`config.mk`:
```
export PLATFORM = sky130hd
export DESIGN_NAME = sbm_div
export DESIGN_NICKNAME = d
export VERILOG_FILES = /design/src/sbm_pkg.sv /design/src/sbm_div.sv
export SDC_FILE = /design/constraint.sdc
export NUM_CORES = 2
export LEC_CHECK = 0
export BUFFER_PORTS_ARGS = -buffer_cell sky130_fd_sc_hd__buf_2
export CAP_MARGIN = 20
export CORE_MARGIN = 4
export CORE_UTILIZATION = 55
export CTS_CLUSTER_DIAMETER = 60
export DETAILED_ROUTE_END_ITERATION = 10
export PLACE_DENSITY = 0.74
export SLEW_MARGIN = 20
export SYNTH_ARGS = -nofsm -noshare
export SYNTH_HDL_FRONTEND = slang
export SYNTH_SLANG_ARGS = --single-unit
```
`constraint.sdc`:
```
create_clock -name clk -period 3.7 [get_ports clk]
set_input_delay 0 -clock clk [delete_from_list [all_inputs] [get_ports clk]]
set_output_delay 0 -clock clk [all_outputs]
set_load 0.02 [all_outputs]
```
`src/sbm_pkg.sv`:
```
// ----------------------------------------------------------------------------
// sbm_pkg
// Shared widths, latencies and types for the spectral bin morph pipeline.
// ----------------------------------------------------------------------------
package sbm_pkg;

  localparam int SAMPLE_WIDTH = 24;
  localparam int SQ_W         = 2 * SAMPLE_WIDTH;       // sum of two squares
  localparam int Q_W          = SAMPLE_WIDTH + 1;       // scaled component
  localparam int NUM_W        = 2 * SAMPLE_WIDTH + 1;   // dividend
  localparam int POS_W        = 17;
  localparam int BLEND_W      = SAMPLE_WIDTH + POS_W;

  localparam int SQRT_LAT     = SAMPLE_WIDTH + 1;
  localparam int DIV_LAT      = Q_W;
  localparam int TOTAL_LAT    = 3 + SQRT_LAT + 4 + DIV_LAT + 1;

  localparam logic [POS_W-1:0] POS_ONE  = POS_W'(65536);
  localparam logic [POS_W-1:0] POS_HALF = POS_W'(32768);

  typedef logic [SAMPLE_WIDTH-1:0] umag_t;

  // operand magnitudes and signs traveling beside the root units
  typedef struct packed {
    logic  ar_neg;
    logic  ai_neg;
    logic  br_neg;
    logic  bi_neg;
    umag_t ar;
    umag_t ai;
    umag_t br;
    umag_t bi;
    logic  last;
  } side_root_t;

  // signs and flags traveling beside the dividers
  typedef struct packed {
    logic re_neg;
    logic im_neg;
    logic zero;
    logic last;
  } side_div_t;

endpackage

```
`src/sbm_div.sv`:
```
// ----------------------------------------------------------------------------
// sbm_div
// Pipelined restoring divider, one quotient bit per stage.
// The quotient is known to fit Q_W bits.
// ----------------------------------------------------------------------------
module sbm_div import sbm_pkg::*; (
  input  logic             clk,
  input  logic             en,
  input  logic [NUM_W-1:0] num,
  input  umag_t            den,
  output logic [Q_W-1:0]   quot
);

  umag_t          rem [0:Q_W];
  logic [Q_W-1:0] low [0:Q_W];
  logic [Q_W-1:0] q   [0:Q_W];
  umag_t          dd  [0:Q_W];

  assign rem[0] = num[NUM_W-1:Q_W];
  assign low[0] = num[Q_W-1:0];
  assign q[0]   = '0;
  assign dd[0]  = den;

  for (genvar k = 1; k <= Q_W; k++) begin : g_step
    logic [SAMPLE_WIDTH:0] trial;
    logic                  ge;
    assign trial = {rem[k-1], low[k-1][Q_W-1]};
    assign ge    = trial >= {1'b0, dd[k-1]};
    always_ff @(posedge clk) begin
      if (en) begin
        rem[k] <= ge ? SAMPLE_WIDTH'(trial - {1'b0, dd[k-1]}) : trial[SAMPLE_WIDTH-1:0];
        low[k] <= low[k-1] << 1;
        q[k]   <= {q[k-1][Q_W-2:0], ge};
        dd[k]  <= dd[k-1];
      end
    end
  end

  assign quot = q[Q_W];

endmodule

```
After elaboration in Yosys (flattened, before gate mapping)
Cells that the tools add are included.
{ "totals": {"reg_bits": 1777, "inputBits": 75, "output_inout_bits": 25} }
{ "classes": {"addsub": 24, "magnitude_cmp": 25, "muxes": 24} }
{ "ops": {"columns": ["op", "count"], "rows": [
  ["greater-or-equal comparator 25 x 24 -> 1 bit", 25],
  ["two-way mux 24 bit", 24],
  ["subtractor 24 bit", 24]
]} }

Logic depth before layout (Yosys ltp)
{ "logic_depth": {"ltp_word": 2, "depth_mapped": 14, "ltp_nobuf": 13} }

Least setup slack after synthesis
OpenSTA, ideal clock, no wires.
{ "synth_timing": {"path_type": "register -> register", "startpoint": "register dd[241] in the netlist's numbering", "endpoint": "register rem (netlist bit g_step[17].trial[17]), data pin", "arrival_ns": 3.163, "required_time_ns": 3.438, "path_slack_ns": 0.275, "path_stages_with_launch": 15, "n_path_buf": 2, "period_less_slack_ns": 3.425, "path_cell_list": "edfxtp_1 inv_1 ha_1 nor2b_1 o21a_1 o21ai_2 a21oi_1 or3_1 o31a_1 a221o_1 o2111ai_1 and3_1 buf_4 buf_6 mux2_1"} }
{ "synth_via": {"elab_chain_len": 2} }
{ "synth_rtl": {"columns": ["element", "line", "rtl"], "rows": [
  ["start, declared", "sbm_div.sv:17", "umag_t dd [0:Q_W];"],
  ["start signal, assigned by index", "sbm_div.sv:34", "dd[k] <= dd[k-1];"],
  ["subtractor 24 bit or greater-or-equal comparator 25 x 24 -> 1 bit (tied branches)", "sbm_div.sv:31, sbm_div.sv:28", null],
  ["two-way mux 24 bit (*)", "sbm_div.sv:31", "rem[k] <= ge ? SAMPLE_WIDTH'(trial - {1'b0, dd[k-1]}) : trial[SAMPLE_WIDTH-1:0];"],
  ["end signal, assigned by index", "sbm_div.sv:31", null],
  ["end, declared", "sbm_div.sv:14", "umag_t rem [0:Q_W];"]
]} }
Mark *: on every way between the ends. The rest lies on a longest branch, timed or not.
A chain may end at the register's enable or synchronous reset.

Worst setup path after layout
{ "layout_timing": {"startpoint": "register dd[457] in the netlist's numbering", "endpoint": "register rem (netlist bit g_step[8].trial[13]), data pin"} }
Same word-level chain as after synthesis.

==> impl_metrics.toml <==
[status]
run_status = "completed"

[finish]
fin_area_mm2 = 0.101
drive_gt1_frac = 0.113
mostFrequentLayoutCell = "edfxtp_1"
final_net_count = 8199
final_cell_mix = "edfxtp_1, inv_1, ha_1, a21oi_1, nand2_1"
syn2layout_area_growth_pct = 13.5
fillCellCount = 12000
multiInputGateArea_mm2 = 0.0324
regArea_mm2 = 0.0534

[timing]
drv_slew = 0
worst_pin_slew_ps = 909
fin_ws_ps = 110
fin_hold_ws_ps = 222
clock_skew_ps = 17.4
period_share = 0.970
max-slew-margin-rel = 0.394
setup-violations-final = 0
timing.fmax_ghz = 0.279
fin_crit_ps = 3590
hold_violations = 0
rsz0062_at_grt = "yes"

[drt]
drt_iter0_drc = 4209
ant_nets = 0
drcViolationCount = 0
viasPerCell = 5.56
routedWlPerCell_um = 18.4
wirelength_um = 180000
first_pass_iters = 6
vias = 54600

[power_and_ir_drop]
ir_drop_mv = 0.589
power.share.clock = 0.218
power_leakage_nw = 40.8
power_density_mw_per_mm2 = 857
switching_share = 0.344
power.switching_mw = 29.9
power.internal_mw = 56.9
power_frac_seq = 0.367
pwr-share-comb = 0.415

[worst_setup_path]
cp.arrival_ps = 4140
critPathMaxFanout = 12
endpoint_kind = "flop"
cp.required_ps = 4250
worstRegToRegCells = 14
critPathLaunchType = "flop"
path_class = "flop to flop"
r2r-start = "dd[457]"
reg2reg_slack_ps = 110
reg2reg_to = "g_step[8].trial[13]"

[yosys]
dominantRegCellSynth = "edfxtp_1"
netlist_instances = 7052
avgSynthCellArea_um2 = 12.6
syn_area_mm2 = 0.0892
yosysWarnings = 0
seq_area_frac_synth = 0.598
ys_ff_latch = 1777
synthArstFlopShare = 0
synth.distinct_cells = 86
synth-edff-count = 1777
synthesis.nets = 7751

[global_route]
use_met2 = 0.332
first_global_vias = 53700
grt_max_degree = 154
grt_pass1_wl_um = 287000
top_usage_layer = "met2"
gr-total-overflow = 0
grt_use_met3 = 0.0316
gr-usage-met1 = 0.309
gr-usage-all-layers = 0.213
antenna_found_initial = 5

[worst_hold_path]
hp-start = "en"
hp-class = "primary input to flop"
whs_endpoint = "low[582]"
hold_depth = 2

[placement]
dp_hpwl_um = 129000
place_worst_setup_slack_ps = 120
gp_congestion = 0.947
place_area_mm2 = 0.0931
portBuffers = 99

[cts]
cts.sinks = 1777
clk_pin_slew_ps = 60
cts_root_buf = "clkbuf_16"
numCtsBuffers = 188
cts_tree = "done"
clkLatencyLatePin_ps = 810
htreeDepth = 4
clk_path_buf_depth = 3

[floorplan]
die_y_um = 411
num_rows = 147
start_util = 0.554
fp.coreArea_mm2 = 0.161
dieWidth_um = 411
dieArea_mm2 = 0.169
io_pins = 100

[flow_run]
maxCapViolCount = 0
-- power by group through the flow --
stage | Clock (mW) | Combinational, mW | Sequential (mW)
2_1_floorplan | 0 | 27.2 | 30.5
3_3_place_gp | 0 | 34.2 | 32.1
3_5_place_dp | 0 | 35.0 | 32.1
4_1_cts | 19.5 | 35.6 | 31.8
5_1_grt | 20.4 | 40.0 | 32.2
6_report | 19.0 | 36.0 | 31.8
-- final cells by class --
| class | instances | share of cell area |
|---|---|---|
| inverters | 760 | 0.0282 |
| clock inverters | 125 | 0.0140 |
| multi-input cells | 4379 | 0.320 |
| well taps | 2160 | 0.0267 |
| repair buffers | 394 | 0.0351 |
| diodes | 1 | 0.0000247 |
| flip-flops and latches | 1777 | 0.527 |
| clock buffers | 220 | 0.0485 |
-- flip-flops by register name, summed over array words and instances (netlist names) --
register      flops
dd              576
g_step.trial    600
low             276
q               300
quot             25
-- layer usage --
| layer | up-vias | share of wire | routed length (µm) |
|---|---|---|---|
| met5 | - | 0 | 0 |
| met4 | 0 | 0.031 | 5500 |
| met3 | 338 | 0.055 | 9980 |
| met2 | 1403 | 0.45 | 81200 |
| met1 | 26000 | 0.46 | 83700 |
| li1 | 26800 | - | - |
-- cell families after synthesis --
kind of cell    count (synthesis)  share of synthesized area
simple gates                 1311                     0.0697
xor+xnor                      472                     0.0464
fa+ha+maj                     624                     0.0896
buf+inv                       896                     0.0403
compound gates               1662                      0.116
flops                        1777                      0.598
mux                           310                     0.0396
-- through the flow --
step                      power, mW  cells  setup TNS (ps)  utilization
final                          86.8   9816               0        0.629
after floorplan                57.7   7052               0            -
after detailed placement       67.1   9298               0        0.578
after global placement         66.4   9298               0        0.578
after CTS                      86.9   9808               0        0.628
after global routing           92.6   9815            -350        0.629
-- synth_stat cells (42+ instances only) --
cell type / n / area share
o21bai_1: 55 / 0.0046
nor3_1: 69 / 0.0039
a31oi_1: 42 / 0.0029
and3_1: 54 / 0.0038
o21a_1: 75 / 0.0063
nand2_1: 442 / 0.019
nor2_1: 291 / 0.012
o21ai_0: 444 / 0.025
clkbuf_1: 58 / 0.0024
nand3_1: 101 / 0.0057
xnor2_1: 290 / 0.028
nand4_1: 70 / 0.0049
a21oi_1: 487 / 0.027
xor2_1: 182 / 0.018
inv_1: 760 / 0.032
nand2b_1: 92 / 0.0065
a21o_1: 239 / 0.020
ha_1: 600 / 0.084
nor2b_1: 87 / 0.0061
mux2_2: 257 / 0.032
edfxtp_1: 1777 / 0.60
-- repair_timing --
action | 4_1_cts | 5_1_grt
buffers inserted | 0 | 6
hold buffers | 165 | 0
resized for setup | 0 | 24
endpoints found under the hold margin | 558 | 0
endpoints found under the setup margin | 0 | 179
-- how the worst max path moves through the flow --
stage / from / endpoint
final: dd[457] / g_step[8].trial[13]
after global routing: dd[241] / g_step[17].trial[10]
after CTS: dd[361] / g_step[12].trial[17]
after detailed placement: dd[169] / g_step[20].trial[16]
after global placement: dd[361] / g_step[12].trial[17]
after floorplan: dd[241] / g_step[17].trial[17]
-- worst max-delay path, stage by stage (launching register included) --
cell and delay, ps:
edfxtp_1 400, inv_1 70, ha_1 230, nor2b_1 140
o21a_1 190, o21ai_1 190, nor4b_4 280, o31ai_2 140
o41ai_2 310, buf_4 180, o21ai_1 100, a21bo_2 270
a21oi_4 250, clkbuf_16 230, mux2_2 340
Note: power is estimated with default switching activity, not from simulation.
