File: src/sbm_pkg.sv
// ----------------------------------------------------------------------------
// sbm_pkg
// Shared widths, latencies and types for the spectral bin morph pipeline.
// ----------------------------------------------------------------------------
package sbm_pkg;

  localparam int SAMPLE_WIDTH = 24;
  localparam int SQ_W         = 2 * SAMPLE_WIDTH;       // sum of two squares
  localparam int Q_W          = SAMPLE_WIDTH + 1;       // scaled component
  localparam int NUM_W        = 2 * SAMPLE_WIDTH + 1;   // dividend
  localparam int POS_W        = 17;
  localparam int BLEND_W      = SAMPLE_WIDTH + POS_W;

  localparam int SQRT_LAT     = SAMPLE_WIDTH + 1;
  localparam int DIV_LAT      = Q_W;
  localparam int TOTAL_LAT    = 3 + SQRT_LAT + 4 + DIV_LAT + 1;

  localparam logic [POS_W-1:0] POS_ONE  = POS_W'(65536);
  localparam logic [POS_W-1:0] POS_HALF = POS_W'(32768);

  typedef logic [SAMPLE_WIDTH-1:0] umag_t;

  // operand magnitudes and signs traveling beside the root units
  typedef struct packed {
    logic  ar_neg;
    logic  ai_neg;
    logic  br_neg;
    logic  bi_neg;
    umag_t ar;
    umag_t ai;
    umag_t br;
    umag_t bi;
    logic  last;
  } side_root_t;

  // signs and flags traveling beside the dividers
  typedef struct packed {
    logic re_neg;
    logic im_neg;
    logic zero;
    logic last;
  } side_div_t;

endpackage

File: src/sbm_sqrt.sv
// ----------------------------------------------------------------------------
// sbm_sqrt
// Pipelined rounded square root, one result bit per stage, then rounding.
// ----------------------------------------------------------------------------
module sbm_sqrt import sbm_pkg::*; (
  input  logic              clk,
  input  logic              en,
  input  logic [SQ_W-1:0]   radicand,
  output umag_t             root
);

  logic [SQ_W-1:0] rem [0:SAMPLE_WIDTH];
  logic [SQ_W-1:0] rt  [0:SAMPLE_WIDTH];

  assign rem[0] = radicand;
  assign rt[0]  = '0;

  for (genvar k = 1; k <= SAMPLE_WIDTH; k++) begin : g_step
    localparam logic [SQ_W-1:0] BIT = SQ_W'(1) << (SQ_W - 2 * k);
    logic [SQ_W-1:0] trial;
    assign trial = rt[k-1] + BIT;
    always_ff @(posedge clk) begin
      if (en) begin
        if (rem[k-1] >= trial) begin
          rem[k] <= rem[k-1] - trial;
          rt[k]  <= (rt[k-1] >> 1) + BIT;
        end else begin
          rem[k] <= rem[k-1];
          rt[k]  <= rt[k-1] >> 1;
        end
      end
    end
  end

  // round up when the remainder exceeds the floor root
  always_ff @(posedge clk) begin
    if (en) begin
      if (rem[SAMPLE_WIDTH] > rt[SAMPLE_WIDTH]) begin
        root <= rt[SAMPLE_WIDTH][SAMPLE_WIDTH-1:0] + 1'b1;
      end else begin
        root <= rt[SAMPLE_WIDTH][SAMPLE_WIDTH-1:0];
      end
    end
  end

endmodule

File: config.mk
export PLATFORM = sky130hd
export DESIGN_NAME = sbm_sqrt
export DESIGN_NICKNAME = d
export VERILOG_FILES = /design/src/sbm_pkg.sv /design/src/sbm_sqrt.sv
export SDC_FILE = /design/constraint.sdc
export NUM_CORES = 2
export LEC_CHECK = 0
export ABC_AREA = 1
export BUFFER_PORTS_ARGS = -buffer_cell sky130_fd_sc_hd__buf_4
export CAP_MARGIN = 10
export CELL_PAD_IN_SITES_DETAIL_PLACEMENT = 0
export CELL_PAD_IN_SITES_GLOBAL_PLACEMENT = 1
export CORE_ASPECT_RATIO = 1.4
export CORE_MARGIN = 1.5
export CORE_UTILIZATION = 51
export CTS_BUF_LIST = sky130_fd_sc_hd__clkbuf_4
export DETAILED_ROUTE_END_ITERATION = 8
export PLACE_DENSITY_LB_ADDON = 0.1
export SLEW_MARGIN = 20
export SYNTH_ARGS = -nofsm -noshare
export SYNTH_HDL_FRONTEND = slang
export SYNTH_SLANG_ARGS = --single-unit
export TNS_END_PERCENT = 1
File: constraint.sdc
create_clock -name clk -period 2.8 [get_ports clk]
set_input_delay 0.42 -clock clk [delete_from_list [all_inputs] [get_ports clk]]
set_output_delay 0.42 -clock clk [all_outputs]
set_load 0.1 [all_outputs]
# Word level (Yosys, flattened, before mapping)
# Cells that the tools add are included.
[totals]
reg_bits = 2328
in_bits = 50
out_inout_bits = 24
word_cells = 217
[classes]
n_addsub = 71
magnitude_cmp = 25
mux = 49
[ops]
columns = ["cell", "n"]
rows = [
  ["2-to-1 mux 48 bit", 24],
  ["2-to-1 mux 47 bit", 24],
  [">= comparator 48 bit", 23],
  ["subtractor 48 bit", 23],
  ["adder 47 x 1 -> 48 bit (second input constant)", 1],
  ["adder 47 x 11 -> 48 bit (second input constant)", 1],
  ["adder 47 x 13 -> 48 bit (second input constant)", 1],
  ["adder 47 x 15 -> 48 bit (second input constant)", 1],
  ["adder 47 x 17 -> 48 bit (second input constant)", 1],
  ["adder 47 x 19 -> 48 bit (second input constant)", 1],
  ["adder 47 x 21 -> 48 bit (second input constant)", 1],
  ["adder 47 x 23 -> 48 bit (second input constant)", 1],
  ["adder 47 x 25 -> 48 bit (second input constant)", 1],
  ["adder 47 x 27 -> 48 bit (second input constant)", 1],
  ["adder 47 x 29 -> 48 bit (second input constant)", 1],
  ["adder 47 x 3 -> 48 bit (second input constant)", 1],
  ["adder 47 x 31 -> 48 bit (second input constant)", 1],
  ["adder 47 x 33 -> 48 bit (second input constant)", 1],
  ["adder 47 x 35 -> 48 bit (second input constant)", 1],
  ["adder 47 x 37 -> 48 bit (second input constant)", 1],
  ["adder 47 x 39 -> 48 bit (second input constant)", 1],
  ["adder 47 x 41 -> 48 bit (second input constant)", 1],
  ["adder 47 x 43 -> 48 bit (second input constant)", 1],
  ["adder 47 x 45 -> 48 bit (second input constant)", 1],
  ["other kinds (31)", 31],
]

# Logic depth before layout (Yosys ltp)
[depth]
word_depth = 3
mapped_depth = 17
mapped_depth_nobuf = 16

# Worst setup path before layout
# No wires, ideal clock.
[synth_path]
kind = "flip-flop to flip-flop"
from = "reg rem[211] (netlist name)"
to = "reg rem[153] (netlist name) (data pin)"
setup_time_ps = 265
arrival_time_ps = 1904
required_ps = 2535
slack_ps = 632
path_stages_with_launch = 12
period_less_slack_ps = 2168
cell_sequence = "edfxtp_1 ha_1 nand2_1 nor2_2 and2_1 nand2_1 nor2_1 nor2_1 nand3_4 inv_2 clkbuf_1 o21ai_1"
[synth_via]
elab_chain_len = 2
[synth_lines]
columns = ["item", "line", "source"]
rows = [
  ["start: declaration", "sbm_sqrt.sv:12", "logic [SQ_W-1:0] rem [0:SAMPLE_WIDTH];"],
  ["start signal: indexed assignment", "sbm_sqrt.sv:25", "rem[k] <= rem[k-1] - trial;"],
  ["start signal: indexed assignment", "sbm_sqrt.sv:28", "rem[k] <= rem[k-1];"],
  [">= comparator 48 bit", "sbm_sqrt.sv:24", "if (rem[k-1] >= trial) begin"],
  ["2-to-1 mux 48 bit", "sbm_sqrt.sv:24", ""],
]
# Every way passes these cells.
# A chain may end at the register's enable or synchronous reset.

# Final worst setup path
[layout_path]
from = "reg rt[659] (netlist name)"
to = "reg rem[608] (netlist name) (data pin)"
[layout_via]
elab_chain_len = 3
[layout_lines]
columns = ["item", "line", "source"]
rows = [
  ["start: declaration", "sbm_sqrt.sv:13", "logic [SQ_W-1:0] rt [0:SAMPLE_WIDTH];"],
  ["start signal: indexed assignment", "sbm_sqrt.sv:26", "rt[k] <= (rt[k-1] >> 1) + BIT;"],
  ["start signal: indexed assignment", "sbm_sqrt.sv:29", "rt[k] <= rt[k-1] >> 1;"],
  ["adder 48 x 25 -> 48 bit", "sbm_sqrt.sv:21", "assign trial = rt[k-1] + BIT;"],
  [">= comparator 48 bit", "sbm_sqrt.sv:24", ""],
  ["2-to-1 mux 48 bit", "sbm_sqrt.sv:24", ""],
]
# Every way passes these cells.

==> results.txt <==
Worst-Margin Slew = 943 ps
Initial Util = 51.4%
Num Clock Sinks = 1476
Comb pwr share = 27.4%
Sw frac = 35.8%
Largest net degree at the start of global routing = 85
CP max FO = 10
Routability congestion estimate = 1.02
Chip height = 485 um
HPWL Detailed = 230 mm
Synth top area cells = edfxtp_1 (52%), nand2_1 (13%), inv_1 (6.7%), ha_1 (5.2%), nor2_1 (4.8%)
Post-Syn Instances = 9925
DR DRC count = 0
Final Skew = 172 ps
Most common cell in the netlist = nand2_1
Layout cells sized above 1 = 10.5%
Synth top area share = 52.4%
Global-route wire length before repair = 429 mm
Status = finished with violations
Pleak = 42.7 nW
Total GRT Usage = 34.4%
Register area share after synthesis = 52.4%
Maximum root-to-sink buffer count = 4
Syn Area/Cell = 8.52 um^2
H-tree depth reported by CTS = 5
NetSw = 24.0 mW
Total CTS buffers = 369
Crit share post-route = 100%
Vias in the first global route = 72700
Clk slew on worst S/H paths = 90 ps
Fillers = 14600
Power Dens Cells = 695 nW/um^2
DR vias = 71800
Slew HR = 36.4%
Seq pwr share = 45.6%
Clk pwr share = 27.0%
Syn-to-layout area delta = 14.2%
Final net count = 11200
Biggest area consumer among synthesized cells = edfxtp_1
Crit. End Element = flop
Max Transition Viols Final = 0
Detailed-route vias per instance = 5.44
Total routed wirelength = 290 mm
# rows = 176
WL/cell = 22.0 um
Post-synth net total = 10300
Worst setup margin = -13.2 ps
Register bit count reported by yosys = 1476
GRT overflow = 0
Synth cell types = 53
Min cycle time layout = 2810 ps
Clock tree from TritonCTS = yes
WS Path Type = reg -> reg
Die width = 347 um
Antenna violations before repair = 7
CTS Root Buffer Type = clkbuf_4
Core footprint = 164000 um^2
Fin. Hold Viols = 0
Failing checks = setup timing
Predominant post-synthesis flop cell = edfxtp_1
Syn Std Cell Area = 84500 um^2
Worst setup SP type = flop
Max-cap violations = 0
Final Setup Violations = 4
WP data required = 3920 ps
1st-iter DRT viols = 5472
Maximum vdd drop = 0.000469 V
Pre-antenna DRT Iters = 9
IO Count = 74
Fmax = 355 MHz
Synth warn = 0
Total negative setup slack = -27.0 ps
Internal power = 43.1 mW
PortBufs = 73
Commonest cells in the netlist = nand2_1 (3009), inv_1 (1509), edfxtp_1 (1476)
Asr flop ratio synth = 0%
Antenna Nets Post-Route = 0
Post-synth EDFFs = 1476
Hold/Removal Path Class = in -> reg
Clk_lat worst skew = 1500 ps
Pre-CTS setup slack = -341 ps
Crit path DAT = 3930 ps
Die ar. = 168000 um^2
Unrepaired setup endpoints after global routing = yes
[sequential cells by signal, indices dropped and copies added, names as in the netlist]
| signal | flops |
|---|---|
| rt | 300 |
| root | 24 |
| rem | 1152 |
[layer usage]
metal	vias to the layer above	part of all wire (%)	GRT usage, %
met3	1010	5.1	5.35
met2	2676	52	63.9
met4	2	9.2	26.7
met1	33500	33	33.8
li1	34700	-	-
met5	-	0.0066	0
[cell usage in the layout, fill, tap and decap left out, types with 12 or more instances in the layout]
master            n
nand2_1        3003
inv_1          1509
edfxtp_1       1476
nor2_1         1079
nand3_1         592
clkbuf_4        509
buf_4           417
a21oi_1         411
ha_1            346
o21ai_0         205
nand4_1         204
xnor2_1         186
o21ai_1         163
xor2_1          137
nor3_1          129
dlygate4sd3_1    99
clkinv_1         90
nor4_1           89
nand3b_1         55
buf_12           51
a21oi_2          29
inv_2            28
clkinv_2         28
o21bai_1         27
and2_1           19
nor2_2           17
or2_2            17
a21o_1           16
diode_2          13
nand2_2          12
[power groups by stage]
stage | Clock [mW] | Sequential [mW] | Combinational (mW)
CTS | 18.3 | 30.5 | 18.1
detailed placement | 0 | 30.9 | 17.9
floorplan | 0 | 29.5 | 11.7
global route | 19.5 | 30.7 | 20.4
global placement | 0 | 30.9 | 17.8
finish | 18.1 | 30.6 | 18.4
[what timing repair did]
item,CTS,global route
hold buffers,99,0
buffers inserted,0,0
hold endpoints to repair,1442,0
setup endpoints to repair,69,163
resized for setup,15,41
[through the flow]
stage                     instances  cell area, um^2  utilization, %  hold slack [ps]  total power [mW]
after detailed placement      12400            90800            55.2              430              48.8
after global placement        12400            90800            55.2              429              48.8
after floorplan                9925            84500               -              417              41.2
after global routing          13200            96500            58.7              132              70.7
final                         13200            96500            58.7              131              67.1
after CTS                     13200            96400            58.6             3.08              66.9
[worst max-delay path: stages, from the launching register on]
cell      delay [ps]
edfxtp_1         530
inv_1             90
ha_1             320
a21oi_1          320
o21a_1           260
o21ai_0          160
nor2_2           280
nand3_2          120
inv_2            240
buf_4            170
o21ai_1           80
[final timing paths]
path	startpoint	to	slack (ps)	cells past startpoint
max	rt[659]	rem[608]	-10	10
min	radicand[10]	rem[1150]	130	8
max reg2reg	rt[659]	rem[608]	-10	10
min reg2reg	rem[1140]	rem[1092]	350	0
[area by class of cell]
| class | instances | area [um^2] | area share, % |
|---|---|---|---|
| flip-flops and latches | 1476 | 44300 | 45.9 |
| multi-input cells | 6829 | 34100 | 35.3 |
| inverters | 1539 | 5780 | 5.99 |
| repair buffers | 568 | 5170 | 5.35 |
| clock buffers | 509 | 3820 | 3.96 |
| well taps | 2136 | 2670 | 2.77 |
| clock inverters | 126 | 677 | 0.701 |
| diodes | 13 | 32.5 | 0.0337 |
[logic make-up (layout without fill, tap and decap cells)]
group,after synthesis,in the layout,synth area share (%)
AO/OA/AOI/OAI,898,898,5.67
buffers and inverters,1620,2742,7.47
other,0,13,0
AND/OR/NAND/NOR,5259,5259,25.9
adder cells (fa/ha/maj),349,349,5.17
XOR/XNOR,323,323,3.35
flip-flops,1476,1476,52.4
No activity file was read; power rests on OpenSTA's default activity.
